--- src/rtl/ccsc_pkg.sv ---
// Shared types and constants for the climate chamber switch controller.
package ccsc_pkg;

	localparam int unsigned InWidth   = 88;
	localparam int unsigned OutWidth  = 8;
	localparam int unsigned CfgWidth  = 64;
	localparam int unsigned AddrWidth = 6;

	localparam logic signed [11:0] MinTempReset     = 12'sd700;
	localparam logic signed [11:0] MaxTempReset     = 12'sd800;
	localparam logic [9:0]         MinHumidityReset = 10'd800;
	localparam logic [31:0]        AirIntervalReset = 32'd900000000;
	localparam logic [31:0]        AirDurationReset = 32'd120000000;
	localparam logic [39:0]        LightOnReset     = 40'd43200000000;
	localparam logic [39:0]        LightPeriodReset = 40'd86400000000;
	localparam logic [6:0]         FailLimitReset   = 7'd20;

	localparam logic signed [15:0] FahrScale  = 16'sd9;
	localparam logic signed [15:0] FahrOffset = 16'sd1600;
	localparam logic signed [15:0] ThreshScale = 16'sd5;

	typedef enum logic [2:0] {
		REG_MIN_TEMP     = 3'd0,
		REG_MAX_TEMP     = 3'd1,
		REG_MIN_HUMIDITY = 3'd2,
		REG_AIR_INTERVAL = 3'd3,
		REG_AIR_DURATION = 3'd4,
		REG_LIGHT_ON     = 3'd5,
		REG_LIGHT_PERIOD = 3'd6,
		REG_FAIL_LIMIT   = 3'd7
	} reg_index_t;

	typedef struct packed {
		logic humidifier_on;
		logic pump_on;
		logic light_on;
		logic heater_on;
		logic fans_on;
	} switch_t;

endpackage

--- src/rtl/climate_chamber_switch_controller.sv ---
// Climate chamber switch controller: sensor tick in, switch states out.
//
// Each request on the input stream is one control tick carrying the sensor
// status, temperature, humidity, water-low flag and the microsecond time.
// Each tick produces exactly one request on the output stream with the five
// switch states, the status LED and the sensor fault flag.
// A tick is latched into an input stage, evaluated against the chamber
// state and written to the output register. One tick can be accepted
// every cycle while the receiver does not stall; the rate is set by the
// state update, a 64-bit subtract and compare per timer.
// When the receiver stalls, the output register holds its result and the
// input stage fills; the input ready drops only when both are occupied.
// Reset clears the timers, the fail count and all switches, turns the
// status LED on and loads the default thresholds and timings.
// Thresholds and timings are written over the APB port at byte address
// eight times the register number and may be read back there.
module climate_chamber_switch_controller (
	input  logic                                 clk,
	input  logic                                 arst_n,
	input  logic                                 s_tvalid,
	output logic                                 s_tready,
	// sensor_ok, temp_tenths_c[10:0], humidity_tenths[9:0], water_low, now_us[63:0]
	input  logic [ccsc_pkg::InWidth-1:0]         s_tdata,
	output logic                                 m_tvalid,
	input  logic                                 m_tready,
	// fans_on, heater_on, light_on, pump_on, humidifier_on, status_led, sensor_fault
	output logic [ccsc_pkg::OutWidth-1:0]        m_tdata,
	input  logic                                 psel,
	input  logic                                 penable,
	input  logic                                 pwrite,
	input  logic [ccsc_pkg::AddrWidth-1:0]       paddr,
	input  logic [ccsc_pkg::CfgWidth-1:0]        pwdata,
	output logic [ccsc_pkg::CfgWidth-1:0]        prdata,
	output logic                                 pready
);

	logic signed [11:0] min_temp_q;
	logic signed [11:0] max_temp_q;
	logic [9:0]         min_humidity_q;
	logic [31:0]        air_interval_q;
	logic [31:0]        air_duration_q;
	logic [39:0]        light_on_q;
	logic [39:0]        light_period_q;
	logic [6:0]         fail_limit_q;

	logic               valid_s1;
	logic               sensor_ok_s1;
	logic signed [10:0] temp_s1;
	logic [9:0]         humidity_s1;
	logic               water_low_s1;
	logic [63:0]        now_s1;

	logic [63:0]        air_start_q;
	logic [63:0]        light_start_q;
	logic [6:0]         fail_count_q;
	ccsc_pkg::switch_t  switches_q;
	logic               led_q;

	logic               out_valid_q;
	ccsc_pkg::switch_t  out_switches_q;
	logic               out_led_q;
	logic               out_fault_q;

	ccsc_pkg::reg_index_t reg_index;
	logic               cfg_write;
	logic               advance;

	logic signed [15:0] temp_f;
	logic signed [15:0] min_scaled;
	logic signed [15:0] max_scaled;
	logic               too_hot;
	logic [63:0]        air_elapsed;
	logic [63:0]        light_elapsed;
	logic               air_restart;
	logic               light_window;
	logic               light_restart;
	logic [6:0]         limit;
	logic [6:0]         count_next;
	logic               at_limit;
	ccsc_pkg::switch_t  switches_next;
	logic               led_next;

	assign pready    = 1'b1;
	assign reg_index = ccsc_pkg::reg_index_t'(paddr[5:3]);
	assign cfg_write = psel && penable && pwrite && pready;

	always_comb begin
		unique case (reg_index)
			ccsc_pkg::REG_MIN_TEMP:     prdata = {52'd0, min_temp_q};
			ccsc_pkg::REG_MAX_TEMP:     prdata = {52'd0, max_temp_q};
			ccsc_pkg::REG_MIN_HUMIDITY: prdata = {54'd0, min_humidity_q};
			ccsc_pkg::REG_AIR_INTERVAL: prdata = {32'd0, air_interval_q};
			ccsc_pkg::REG_AIR_DURATION: prdata = {32'd0, air_duration_q};
			ccsc_pkg::REG_LIGHT_ON:     prdata = {24'd0, light_on_q};
			ccsc_pkg::REG_LIGHT_PERIOD: prdata = {24'd0, light_period_q};
			ccsc_pkg::REG_FAIL_LIMIT:   prdata = {57'd0, fail_limit_q};
			default:                    prdata = '0;
		endcase
	end

	always_ff @(posedge clk or negedge arst_n) begin
		if (!arst_n) begin
			min_temp_q     <= ccsc_pkg::MinTempReset;
			max_temp_q     <= ccsc_pkg::MaxTempReset;
			min_humidity_q <= ccsc_pkg::MinHumidityReset;
			air_interval_q <= ccsc_pkg::AirIntervalReset;
			air_duration_q <= ccsc_pkg::AirDurationReset;
			light_on_q     <= ccsc_pkg::LightOnReset;
			light_period_q <= ccsc_pkg::LightPeriodReset;
			fail_limit_q   <= ccsc_pkg::FailLimitReset;
		end else if (cfg_write) begin
			unique case (reg_index)
				ccsc_pkg::REG_MIN_TEMP:     min_temp_q     <= pwdata[11:0];
				ccsc_pkg::REG_MAX_TEMP:     max_temp_q     <= pwdata[11:0];
				ccsc_pkg::REG_MIN_HUMIDITY: min_humidity_q <= pwdata[9:0];
				ccsc_pkg::REG_AIR_INTERVAL: air_interval_q <= pwdata[31:0];
				ccsc_pkg::REG_AIR_DURATION: air_duration_q <= pwdata[31:0];
				ccsc_pkg::REG_LIGHT_ON:     light_on_q     <= pwdata[39:0];
				ccsc_pkg::REG_LIGHT_PERIOD: light_period_q <= pwdata[39:0];
				ccsc_pkg::REG_FAIL_LIMIT:   fail_limit_q   <= pwdata[6:0];
				default: ;
			endcase
		end
	end

	assign advance  = valid_s1 && (!out_valid_q || m_tready);
	assign s_tready = !valid_s1 || advance;

	always_ff @(posedge clk or negedge arst_n) begin
		if (!arst_n) begin
			valid_s1 <= 1'b0;
		end else if (s_tready) begin
			valid_s1 <= s_tvalid;
		end
	end

	always_ff @(posedge clk) begin
		if (s_tvalid && s_tready) begin
			sensor_ok_s1 <= s_tdata[0];
			temp_s1      <= s_tdata[11:1];
			humidity_s1  <= s_tdata[21:12];
			water_low_s1 <= s_tdata[22];
			now_s1       <= s_tdata[86:23];
		end
	end

	assign temp_f     = $signed({{5{temp_s1[10]}}, temp_s1}) * ccsc_pkg::FahrScale
		+ ccsc_pkg::FahrOffset;
	assign min_scaled = $signed({{4{min_temp_q[11]}}, min_temp_q}) * ccsc_pkg::ThreshScale;
	assign max_scaled = $signed({{4{max_temp_q[11]}}, max_temp_q}) * ccsc_pkg::ThreshScale;
	assign too_hot    = temp_f > max_scaled;

	assign air_elapsed   = now_s1 - air_start_q;
	assign light_elapsed = now_s1 - light_start_q;
	assign air_restart   = air_elapsed >= {32'd0, air_interval_q};
	assign light_window  = light_elapsed < {24'd0, light_on_q};
	assign light_restart = !light_window && (light_elapsed >= {24'd0, light_period_q});

	assign limit      = (fail_limit_q == 7'd0) ? 7'd1 : fail_limit_q;
	assign count_next = sensor_ok_s1 ? 7'd0
		: ((fail_count_q < limit) ? fail_count_q + 7'd1 : limit);
	assign at_limit   = count_next >= limit;

	always_comb begin
		switches_next = switches_q;
		led_next      = led_q;
		if (sensor_ok_s1) begin
			switches_next.fans_on       = too_hot || air_restart
				|| (air_elapsed < {32'd0, air_duration_q});
			switches_next.heater_on     = temp_f < min_scaled;
			switches_next.light_on      = light_window;
			switches_next.pump_on       = water_low_s1;
			switches_next.humidifier_on = humidity_s1 < min_humidity_q;
		end else if (at_limit) begin
			switches_next = '0;
			led_next      = 1'b0;
		end
	end

	always_ff @(posedge clk or negedge arst_n) begin
		if (!arst_n) begin
			air_start_q   <= '0;
			light_start_q <= '0;
			fail_count_q  <= '0;
			switches_q    <= '0;
			led_q         <= 1'b1;
			out_valid_q   <= 1'b0;
		end else begin
			if (advance) begin
				if (sensor_ok_s1 && !too_hot && air_restart) begin
					air_start_q <= now_s1;
				end
				if (sensor_ok_s1 && light_restart) begin
					light_start_q <= now_s1;
				end
				fail_count_q <= count_next;
				switches_q   <= switches_next;
				led_q        <= led_next;
				out_valid_q  <= 1'b1;
			end else if (m_tready) begin
				out_valid_q <= 1'b0;
			end
		end
	end

	always_ff @(posedge clk) begin
		if (advance) begin
			out_switches_q <= switches_next;
			out_led_q      <= led_next;
			out_fault_q    <= at_limit;
		end
	end

	assign m_tvalid = out_valid_q;
	assign m_tdata  = {1'b0, out_fault_q, out_led_q, out_switches_q.humidifier_on,
		out_switches_q.pump_on, out_switches_q.light_on, out_switches_q.heater_on,
		out_switches_q.fans_on};

endmodule
--- config.mk ---
export PLATFORM = sky130hd
export DESIGN_NAME = climate_chamber_switch_controller
export DESIGN_NICKNAME = d
export VERILOG_FILES = /design/src/rtl/ccsc_pkg.sv /design/src/rtl/climate_chamber_switch_controller.sv
export SDC_FILE = /design/constraint.sdc
export NUM_CORES = 1
export LEC_CHECK = 0
export BUFFER_PORTS_ARGS = -buffer_cell sky130_fd_sc_hd__buf_2
export CAP_MARGIN = 10
export CORE_UTILIZATION = 25
export CTS_CLUSTER_SIZE = 14
export DETAILED_ROUTE_END_ITERATION = 10
export GPL_TIMING_DRIVEN = 1
export SLEW_MARGIN = 20
export SYNTH_ARGS = -nofsm -noshare
export SYNTH_HDL_FRONTEND = slang
export SYNTH_SLANG_ARGS = --single-unit
--- constraint.sdc ---
create_clock -name clk -period 5.6 [get_ports clk]
set_input_delay 1.12 -clock clk [delete_from_list [all_inputs] [get_ports clk]]
set_output_delay 1.12 -clock clk [all_outputs]
set_load 0.005 [all_outputs]
# Yosys cells after proc, flatten, opt, wreduce, memory -nomap -nowiden
# Cells that the tools add are included.
totals:
  ff_bits: 422
  input_bits: 165
  output_inout_bits: 75
  wordCells: 93
classes:
  add_sub_neg: 4
  n_mul: 3
  order_cmp: 9
  eq_ne: 7
  muxes: 10
  reduce_logical: 29
ops:
  columns: ["operator", "n"]
  rows:
  - ["$pmux W64 S8", 1]
  - ["$sub A64 B64 Y64", 2]
  - ["$ge A64 B32 Y1", 1]
  - ["$ge A64 B40 Y1", 1]
  - ["$lt A64 B32 Y1", 1]
  - ["$lt A64 B40 Y1", 1]
  - ["$mul A12 B4 Y16 const B", 2]
  - ["$mux W7", 3]
  - ["$reduce_and A2 Y1", 10]
  - ["$add A16 B12 Y16 const B", 1]
  - ["$gt A16 B16 Y1", 1]
  - ["$lt A16 B16 Y1", 1]
  - ["$mul A11 B5 Y16 const B", 1]
  - ["$eq A3 B3 Y1 const B", 4]
  - ["$lt A10 B10 Y1", 1]
  - ["$mux W5", 2]
  - ["$logic_and A1 B1 Y1", 8]
  - ["$add A7 B1 Y7 const B", 1]
  - ["$ge A7 B7 Y1", 1]
  - ["$logic_not A7 Y1", 1]
  - ["$lt A7 B7 Y1", 1]
  - ["$eq A3 B2 Y1 const B", 2]
  - ["$logic_not A1 Y1", 4]
  - ["$logic_or A1 B1 Y1", 4]
  - ["4 further kinds", 7]

# Depth between registers and ports, before layout
# Gate-level depths: netlist (run 1).
logic_depth:
  word_depth: 8
  ltp_mapped: 28
  ltp_nobuf: 25

# Worst setup path after synthesis (run 1)
# No wires, ideal clock.
synth_timing:
  kind: "reg-to-reg"
  start: "register now_s1[0]"
  end: "register air_start_q[0]"
  arrival_ps: 5010
  t_required_ps: 5475
  path_slack_ps: 465
  stages_incl_launch_ff: 29
  synth_period_minus_slack_ps: 5135
  path_cell_list: "edfxtp_1 inv_1 ha_1 inv_1 fa_1 a21oi_1 nand4b_1 a21oi_1 or4b_1 clkbuf_1 a21oi_1 o21bai_1 a21oi_1 xnor2_1 ha_1 o21ai_0 o21ai_0 o2111ai_1 o21ai_0 nor2_1 nand3_1 a311oi_1 o2111ai_1 nor4b_2 nand4_1 o21a_1 buf_6 buf_6 mux2_4"
synth_via:
  elab_chain_len: 4
synth_lines:
  columns: ["element", "line", "source"]
  rows:
  - ["from (decl)", "climate_chamber_switch_controller.sv:51", "logic [63:0] now_s1;"]
  - ["from (signal assigned)", "climate_chamber_switch_controller.sv:143", "now_s1 <= s_tdata[86:23];"]
  - ["$sub A64 B64 Y64", "climate_chamber_switch_controller.sv:153", "assign air_elapsed = now_s1 - air_start_q;"]
  - ["$ge A64 B32 Y1", "climate_chamber_switch_controller.sv:155", "assign air_restart = air_elapsed >= {32'd0, air_interval_q};"]
  - ["$logic_and A1 B1 Y1", "climate_chamber_switch_controller.sv:190", "if (sensor_ok_s1 && !too_hot && air_restart) begin"]
  - ["$reduce_and A2 Y1 (no source line)", null, null]
  - ["to (signal assigned)", "climate_chamber_switch_controller.sv:191", "air_start_q <= now_s1;"]
  - ["to (decl)", "climate_chamber_switch_controller.sv:53", "logic [63:0] air_start_q;"]
# Parallel ways exist; a longest one is shown, timed or not.
# A chain may end at the register's enable or synchronous reset.

# Worst setup path after layout (run 1)
layout_timing:
  start: "register temp_s1[3]"
  end: "register air_start_q[15]"
layout_via:
  elab_chain_len: 7
layout_lines:
  columns: ["element", "line", "source"]
  rows:
  - ["from (decl)", "climate_chamber_switch_controller.sv:48", "logic signed [10:0] temp_s1;"]
  - ["from (signal assigned)", "climate_chamber_switch_controller.sv:140", "temp_s1 <= s_tdata[11:1];"]
  - ["$mul A11 B5 Y16", "climate_chamber_switch_controller.sv:147", "assign temp_f = $signed({{5{temp_s1[10]}}, temp_s1}) * ccsc_pkg::FahrScale"]
  - ["$add A16 B12 Y16", "climate_chamber_switch_controller.sv:148", "+ ccsc_pkg::FahrOffset;"]
  - ["$gt A16 B16 Y1", "climate_chamber_switch_controller.sv:151", "assign too_hot = temp_f > max_scaled;"]
  - ["$logic_not A1 Y1", "climate_chamber_switch_controller.sv:190", null]
  - ["$logic_and A1 B1 Y1 (2 in series)", "climate_chamber_switch_controller.sv:190", null]
  - ["$reduce_and A2 Y1 (no source line)", null, null]
# Every way passes these cells.

==> metrics.md, run 1 <==
| Metric | Value |
|---|---|
| Max layer used | met5 |
| Clk root buf | clkbuf_16 |
| Clk sinks | 422 |
| Commonest non-fill, non-tap cells in the layout | nand2_1, ha_1, inv_1 |
| Synth warnings | 0 |
| Most common cell after layout, fill and taps aside | nand2_1 |
| Total power | 0.0191 W |
| Clock slew at reported path FFs | 0.06 ns |
| Clk Latency, worst-skew pair | 0.65 ns |
| Synth cell types | 89 |
| Max-cap violations | 0 |
| Gpl congestion | 0.942 |
| R2R depth | 23 |
| Port Buffers | 185 |
| Routed wire length | 112,000 um |
| Failing checks | setup timing |
| Data required, critical path | 6.10 ns |
| Setup WS post-layout | -0.000357 ns |
| Layout cells sized above 1 | 22.0% |
| Power density over the cells | 487 nW/um^2 |
| FMAX | 179 MHz |
| CTS tree | built |
| Largest family of logic cells by synthesized area | compound AO/OA/AOI/OAI gates |
| Dpl ws | -0.421 ns |
| Slew HR | 37.0% |
| Die Y | 362 um |
| Slew Viols, Final | 0 |
| Row cnt | 131 |
| Cells after synthesis | 3,552 |
| Mux cell area share after synthesis | 7.66% |
| I/O pin count | 240 |
| Synth Register Bits | 422 |
| Wire length on met1 | 51,300 um |
| Post-synthesis simple-gate area fraction | 12.8% |
| Nets | 4,487 |
| Main synth FF type | dfrtp_1 |
| Crit path from | temp_s1[3] |
| Ys async rst share | 77.7% |
| Met2 routed WL | 50,500 um |
| H-tree levels | 2 |
| Synth-to-layout area growth | 21.4% |
| Synth area leaders | dfrtp_1, ha_1, edfxtp_1 |
| RR Startpoint | temp_s1[3] |
| DIE WIDTH | 362 um |
| CP Launch Type | register |
| RSZ-0062 raised after global routing | true |
| Drt pass-1 iters | 5 |
| Final Util | 30.7% |
| Die ar. | 131,000 um^2 |
| Crit. End Element | register |
| FF-to-FF setup slack | -0.0004 ns |
| Fin. Hold Viols | 0 |
| Initial cell density of the core | 25.3% |
| Cts bufs inserted | 51 |
| Leakage power | 18.2 nW |
| Post-synthesis adder-cell area fraction | 15.6% |
| First-pass GRT wire length | 166,000 um |
| Final setup viols | 1 |
| Reg-to-reg endpoint | air_start_q[15] |
| Largest net degree at the start of global routing | 98 |
| Largest area contributor in the netlist | dfrtp_1 |
| Final Cell Area | 39,200 um^2 |
| Initial antenna violation count | 39 |
| Fill count | 13,400 |
| Sequential-to-total area share from yosys stat | 34.4% |
| Slew @ Worst Pin | 0.939 ns |
| Crit path DAT | 6.10 ns |
| Gr ovfl total | 0 |
| Tcrit/Tclk final | 100% |
| Global Route Usage Sum | 16.6% |
| Max clock buf depth | 3 |
| Synthesized area | 32,300 um^2 |
| Outcome | complete, but fails checks |
| CP max FO | 7 |
| Routed Antenna Nets | 0 |
| Routed vias/inst | 4.91 |
| Setup Skew | 0.0497 ns |
| Max VDD drop | 0.239 mV |
| Wire length on met3 | 7030 um |
| Core footprint | 128,000 um^2 |
| Routed vias | 27,700 |
| Number of remaining DRC errors | 0 |
| Synth top area share | 20.4% |
| Placed cell areas | 36,600 um^2 |
| DR WL/cell | 19.9 um |
| Hold_ws | 0.486 ns |
| Post-synth EDFFs | 94 |
| Fin crit period | 5.60 ns |
| WS Path Type | reg -> reg |
| Synth Area per Inst | 9.10 um^2 |
| HPWL after DPL | 89,500 um |
| Vias in the first global route | 27,200 |
| Starting DRC count in detailed routing | 1,981 |
| CP endpoint | air_start_q[15] |
| XOR/XNOR Fraction of Synth Area | 3.44% |
| Synth Area in Compound Gates | 19.1% |
| Hold crit path type | reg -> reg |
==> metal layers <==
metal / vias to the layer above / global-route usage (%)
met5: - / 0
met4: 46 / 4.42
met3: 177 / 3.10
met2: 773 / 26.5
met1: 13300 / 22.7
li1: 13400 / -
==> where the power goes <==
part / total, W / internal, W / leakage, nW / switching (W)
clock network: 0.00342 / 0.00201 / 0.856 / 0.00141
registers: 0.00443 / 0.00395 / 4.68 / 0.000480
logic: 0.0113 / 0.00498 / 12.6 / 0.00628
total: 0.0191 / 0.0109 / 18.2 / 0.00817
==> critical path, cell delays in order, from the launching register on <==
cell       delay, ns
edfxtp_1        0.46
fa_1            0.50
ha_1            0.30
ha_1            0.34
a21oi_1         0.23
o21ai_0         0.12
a21oi_1         0.25
o21bai_1        0.10
a21oi_1         0.22
inv_1           0.06
a21oi_1         0.15
nor2_1          0.05
nor2_1          0.11
xnor2_1         0.19
ha_1            0.31
o31ai_1         0.27
o21ai_0         0.16
o21ai_0         0.13
a31o_2          0.26
nor2b_1         0.17
buf_4           0.18
o21a_4          0.33
clkbuf_16       0.24
mux2_4          0.30
==> metrics by stage <==
step                       TNS [ns]  std cells
after global placement       -47.35       5507
after floorplan                   0       3576
after detailed placement     -43.49       5507
after global routing         -12.28       5631
after CTS                         0       5608
final                     -0.000357       5634
==> what timing repair did <==
item,in CTS,in global routing
gates resized for setup,37,70
hold buffers,0,0
buffers inserted,5,10
setup endpoints to repair,130,130
pin swaps,18,35
cloned,1,11
==> registers in the layout, summed over array words and instances (netlist names), 12 cells and up <==
name and count:
air_duration_q 32, light_period_q 40, light_on_q 40, min_temp_q 12
air_interval_q 32, air_start_q 64, now_s1 64, max_temp_q 12
light_start_q 64
==> synthesized netlist by cell type, types with 7 or more instances <==
| master | n |
|---|---|
| nand2_1 | 393 |
| ha_1 | 389 |
| inv_1 | 355 |
| o21ai_0 | 328 |
| a21oi_1 | 275 |
| dfrtp_1 | 263 |
| nor2_1 | 172 |
| mux2_4 | 120 |
| clkbuf_1 | 116 |
| edfxtp_1 | 94 |
| nand4_1 | 92 |
| a21o_1 | 87 |
| xnor2_1 | 66 |
| dfstp_2 | 65 |
| xor2_1 | 61 |
| nand3_1 | 45 |
| nor3_1 | 43 |
| nand2b_1 | 35 |
| mux2_2 | 33 |
| o21a_1 | 33 |
| a22o_1 | 31 |
| buf_4 | 28 |
| a211oi_1 | 25 |
| a221o_1 | 25 |
| nor2b_1 | 24 |
| o21ai_1 | 22 |
| a31oi_1 | 21 |
| nor4_1 | 21 |
| mux2i_1 | 20 |
| o211ai_1 | 18 |
| o21bai_1 | 17 |
| a221oi_1 | 16 |
| o22ai_1 | 16 |
| and3_1 | 15 |
| o31ai_1 | 12 |
| or3_1 | 12 |
| fa_1 | 9 |
| mux2_1 | 9 |
| a22oi_1 | 8 |
| a21boi_0 | 7 |
| buf_12 | 7 |
| buf_6 | 7 |
==> how the worst min path moves through the flow <==
| stage | startpoint | end | slack, ns | cells after the start |
|---|---|---|---|---|
| global route | switches_q[1] | switches_q[1] | 0.51 | 1 |
| finish | air_start_q[3] | air_start_q[3] | 0.49 | 1 |
| global placement | switches_q[3] | switches_q[3] | 0.46 | 2 |
| CTS | air_start_q[2] | air_start_q[2] | 0.49 | 1 |
| detailed placement | switches_q[3] | switches_q[3] | 0.47 | 2 |
| floorplan | switches_q[3] | switches_q[3] | 0.45 | 2 |
==> cell type report <==
cell class | count | area [um^2] | share of cell area [%]
Antenna cell | 6 | 15.0 | 0.0383
Clock buffer | 75 | 1510 | 3.84
Clock inverter | 20 | 221 | 0.564
Inverter | 357 | 1340 | 3.41
Multi-Input combinational cell | 2631 | 19600 | 50.0
Sequential cell | 422 | 11100 | 28.3
Tap cell | 1662 | 2080 | 5.30
Timing Repair Buffer | 461 | 3360 | 8.55
==> kinds of logic (layout without fill, tap and decap cells) <==
group | count (synthesis) | in the layout
multiplexers | 182 | 182
AND/OR/NAND/NOR | 894 | 894
buffers and inverters | 524 | 913
adder cells (fa/ha/maj) | 398 | 398
AO/OA/AOI/OAI | 1003 | 1004
XOR/XNOR | 127 | 127
flip-flops | 422 | 422
other | 2 | 32
No activity file was read; power rests on OpenSTA's default activity.
==> run 2: changes to the inputs <==
==> constraint.sdc (replaced) <==
create_clock -name clk -period 4.9 [get_ports clk]
set_input_delay 0.98 -clock clk [delete_from_list [all_inputs] [get_ports clk]]
set_output_delay 0.98 -clock clk [all_outputs]
set_load 0.005 [all_outputs]
==> run 2 against run 1 <==
The flow still finishes with violations (setup timing). Critical endpoint is now light_start_q[54]. Largest cell class unchanged. Power is 21% higher. Non-clock buffer count up 356. Utilization is 2.1 points higher. Via count rose by 4.1%. Worst setup slack worse by 0.59 ns. Clock skew about the same. Hold slack got worse by 0.12 ns. First-iteration DRC count down 4.2%. Sequential share of layout area down 1.9 points. Fmax is 2.0% higher. Critical path depth grew 8.
==> metrics.md, run 2 (synthesis results as in run 1) <==
| Metric | Value |
|---|---|
| WS Path Type | reg -> reg |
| Die ar. | 131,000 um^2 (unchanged) |
| Clk Latency, worst-skew pair | 0.67 ns (+0.02 ns) |
| Critical Path Slowest Stage Cell | o41ai_4 |
| Hold-fix buffers, CTS | 0 (unchanged) |
| Placed cell areas | 39,300 um^2 (+7.5%) |
| Multi-input gate area | 19,500 um^2 (-0.69%) |
| FMAX | 182 MHz (+2.0%) |
| Data required, critical path | 5.43 ns (-0.67 ns) |
| Setup Skew | 0.0496 ns (-0.0000600 ns) |
| Placed insts | 5,855 (+6.3%) |
| DR WL/cell | 19.3 um (-3.0%) |
| Slew @ Worst Pin | 1.05 ns (+0.108 ns) |
| Tcrit/Tclk final | 112% (+12 points) |
| Nets | 4,846 (+8.0%) |
| Max-cap violations | 0 (unchanged) |
| Gpl congestion | 0.956 (+1.5%) |
| Crit path DAT | 6.02 ns (-0.08 ns) |
| Routed vias/inst | 4.81 (-2.1%) |
| DIE WIDTH | 362 um (unchanged) |
| CTS tree | built |
| Fin. Hold Viols | 0 (unchanged) |
| First-pass GRT wire length | 174,000 um (+4.7%) |
| Global Route Usage Sum | 17.3% (+0.79 points) |
| Most frequent CP cell | buf_6 |
| Largest net degree at the start of global routing | 89 (-9.2%) |
| Port Buffers | 185 (unchanged) |
| Leakage power | 20.0 nW (+9.9%) |
| Routed vias | 28,800 (+4.1%) |
| Die Y | 362 um (unchanged) |
| Slew HR | 29.9% (-7.1 points) |
| Power density over the cells | 552 nW/um^2 (+13%) |
| Largest registers | air_start_q (64), light_start_q (64), now_s1 (64) |
| Final Cell Area | 42,000 um^2 (+7.0%) |
| Most common cell after layout, fill and taps aside | buf_4 |
| Max clock buf depth | 3 (unchanged) |
| Gr ovfl total | 0 (unchanged) |
| Hold crit path type | in -> async |
| H-tree levels | 2 (unchanged) |
| RSZ-0062 raised after global routing | true |
| Crit-path max cell delay | 0.43 ns (-0.07 ns) |
| Total power | 0.0232 W (+21%) |
| Crit. End Element | register |
| Routed wire length | 116,000 um (+3.2%) |
| Setup WS post-layout | -0.590 ns (-0.589 ns) |
| Reg area | 11,100 um^2 (unchanged) |
| Final std cells w/o fill | 5,994 (+6.4%) |
| Sum Neg Setup Slack | -65.07 ns (-65.07 ns) |
| Outcome | complete, but fails checks |
| Row cnt | 131 (unchanged) |
| Failing checks | setup timing |
| Final setup viols | 130 (+129) |
| Clk root buf | clkbuf_16 |
| Starting DRC count in detailed routing | 1,898 (-4.2%) |
| Slew Viols, Final | 0 (unchanged) |
| Synth-to-layout area growth | 29.9% |
| HPWL after DPL | 94,200 um (+5.3%) |
| Layout cells sized above 1 | 28.2% (+6.2 points) |
| Dpl ws | -0.834 ns (-0.413 ns) |
| Clk sinks | 422 (unchanged) |
| Clock slew at reported path FFs | 0.06 ns (about the same) |
| Max VDD drop | 0.310 mV (+30%) |
| Fin crit period | 5.49 ns (-0.111 ns) |
| Vias in the first global route | 28,600 (+5.2%) |
| Initial cell density of the core | 25.3% (unchanged) |
| Routed Antenna Nets | 0 (unchanged) |
| Core footprint | 128,000 um^2 (unchanged) |
| Fill count | 13,300 (-0.67%) |
| Commonest non-fill, non-tap cells in the layout | buf_4, nand2_1, ha_1 |
| Number of remaining DRC errors | 0 (unchanged) |
| CP max FO | 4 (-3) |
| CP Launch Type | register |
| Drt pass-1 iters | 6 (+1) |
| Cts bufs inserted | 55 (+7.8%) |
| I/O pin count | 240 (unchanged) |
| Initial antenna violation count | 29 (-26%) |
-- run 2: changes by cell type in the layout (fill, tap and decap cells not counted), moves of 5 or more --
cell | before | now
buf_12 | 7 | 25
a21oi_1 | 252 | 258
xnor2_1 | 55 | 61
mux2_1 | 8 | 3
mux2_4 | 121 | 126
inv_6 | 1 | 6
buf_6 | 4 | 14
buf_4 | 251 | 584
-- run 2: worst paths after layout --
path / cells past startpoint / end / slack [ns] / from
hold reg to reg: 2 / switches_q[2] / 0.48 / switches_q[2]
setup / recovery: 31 / light_start_q[54] / -0.59 / now_s1[0]
setup reg to reg: 31 / light_start_q[54] / -0.59 / now_s1[0]
hold / removal: 1 / air_duration_q[22] / 0.36 / arst_n
max in group asynchronous: 2 / min_humidity_q[5] / 3.55 / arst_n
min in group clk: 1 / temp_s1[0] / 0.48 / s_tdata[1]
-- run 2: layout make-up --
| class | count | area share (%) |
|---|---|---|
| multi-input cells | 2630 | 46.4 |
| flip-flops and latches | 422 | 26.5 |
| repair buffers | 817 | 14.7 |
| well taps | 1662 | 4.95 |
| clock buffers | 81 | 3.87 |
| inverters | 357 | 3.19 |
| clock inverters | 23 | 0.456 |
| diodes | 2 | 0.0119 |
-- run 2: metrics by stage --
| step | utilization (%) | hold WS (ns) |
|---|---|---|
| after global routing | 32.8 | 0.405 |
| final | 32.8 | 0.362 |
| after floorplan | - | 0.446 |
| after global placement | 30.7 | 0.458 |
| after detailed placement | 30.7 | 0.472 |
| after CTS | 32.7 | 0.356 |
-- run 2: per-layer routing --
layer | vias to the layer above | wire length [um] | part of all wire, % | track usage [%]
met1 | 13700 | 55400 | 48 | 24.5
met4 | 36 | 3230 | 2.8 | 4.74
met3 | 186 | 6170 | 5.3 | 2.60
met2 | 760 | 50700 | 44 | 27.3
met5 | - | 241 | 0.21 | 0
li1 | 14100 | - | - | -
-- run 2: worst max-delay path, delay by kind of cell (launching register included) --
| kind | cells | cell delay [ns] |
|---|---|---|
| AO/OA/AOI/OAI | 13 | 2.37 |
| XOR/XNOR | 1 | 0.12 |
| flip-flops | 1 | 0.40 |
| adder cells (fa/ha/maj) | 3 | 0.76 |
| buffers and inverters | 11 | 1.21 |
| multiplexers | 1 | 0.28 |
| AND/OR/NAND/NOR | 2 | 0.18 |
-- run 2: timing repair --
| action | in CTS | in global routing |
|---|---|---|
| endpoints found under the setup margin | 132 | 134 |
| pin swaps | 26 | 23 |
| resized for setup | 72 | 42 |
| setup buffers | 22 | 12 |
| gates cloned | 5 | 1 |
-- run 2: report_power, final --
group          switching [W]  internal [W]
logic                0.00741       0.00668
registers           0.000542       0.00451
clock network        0.00173       0.00232
total                0.00968        0.0135
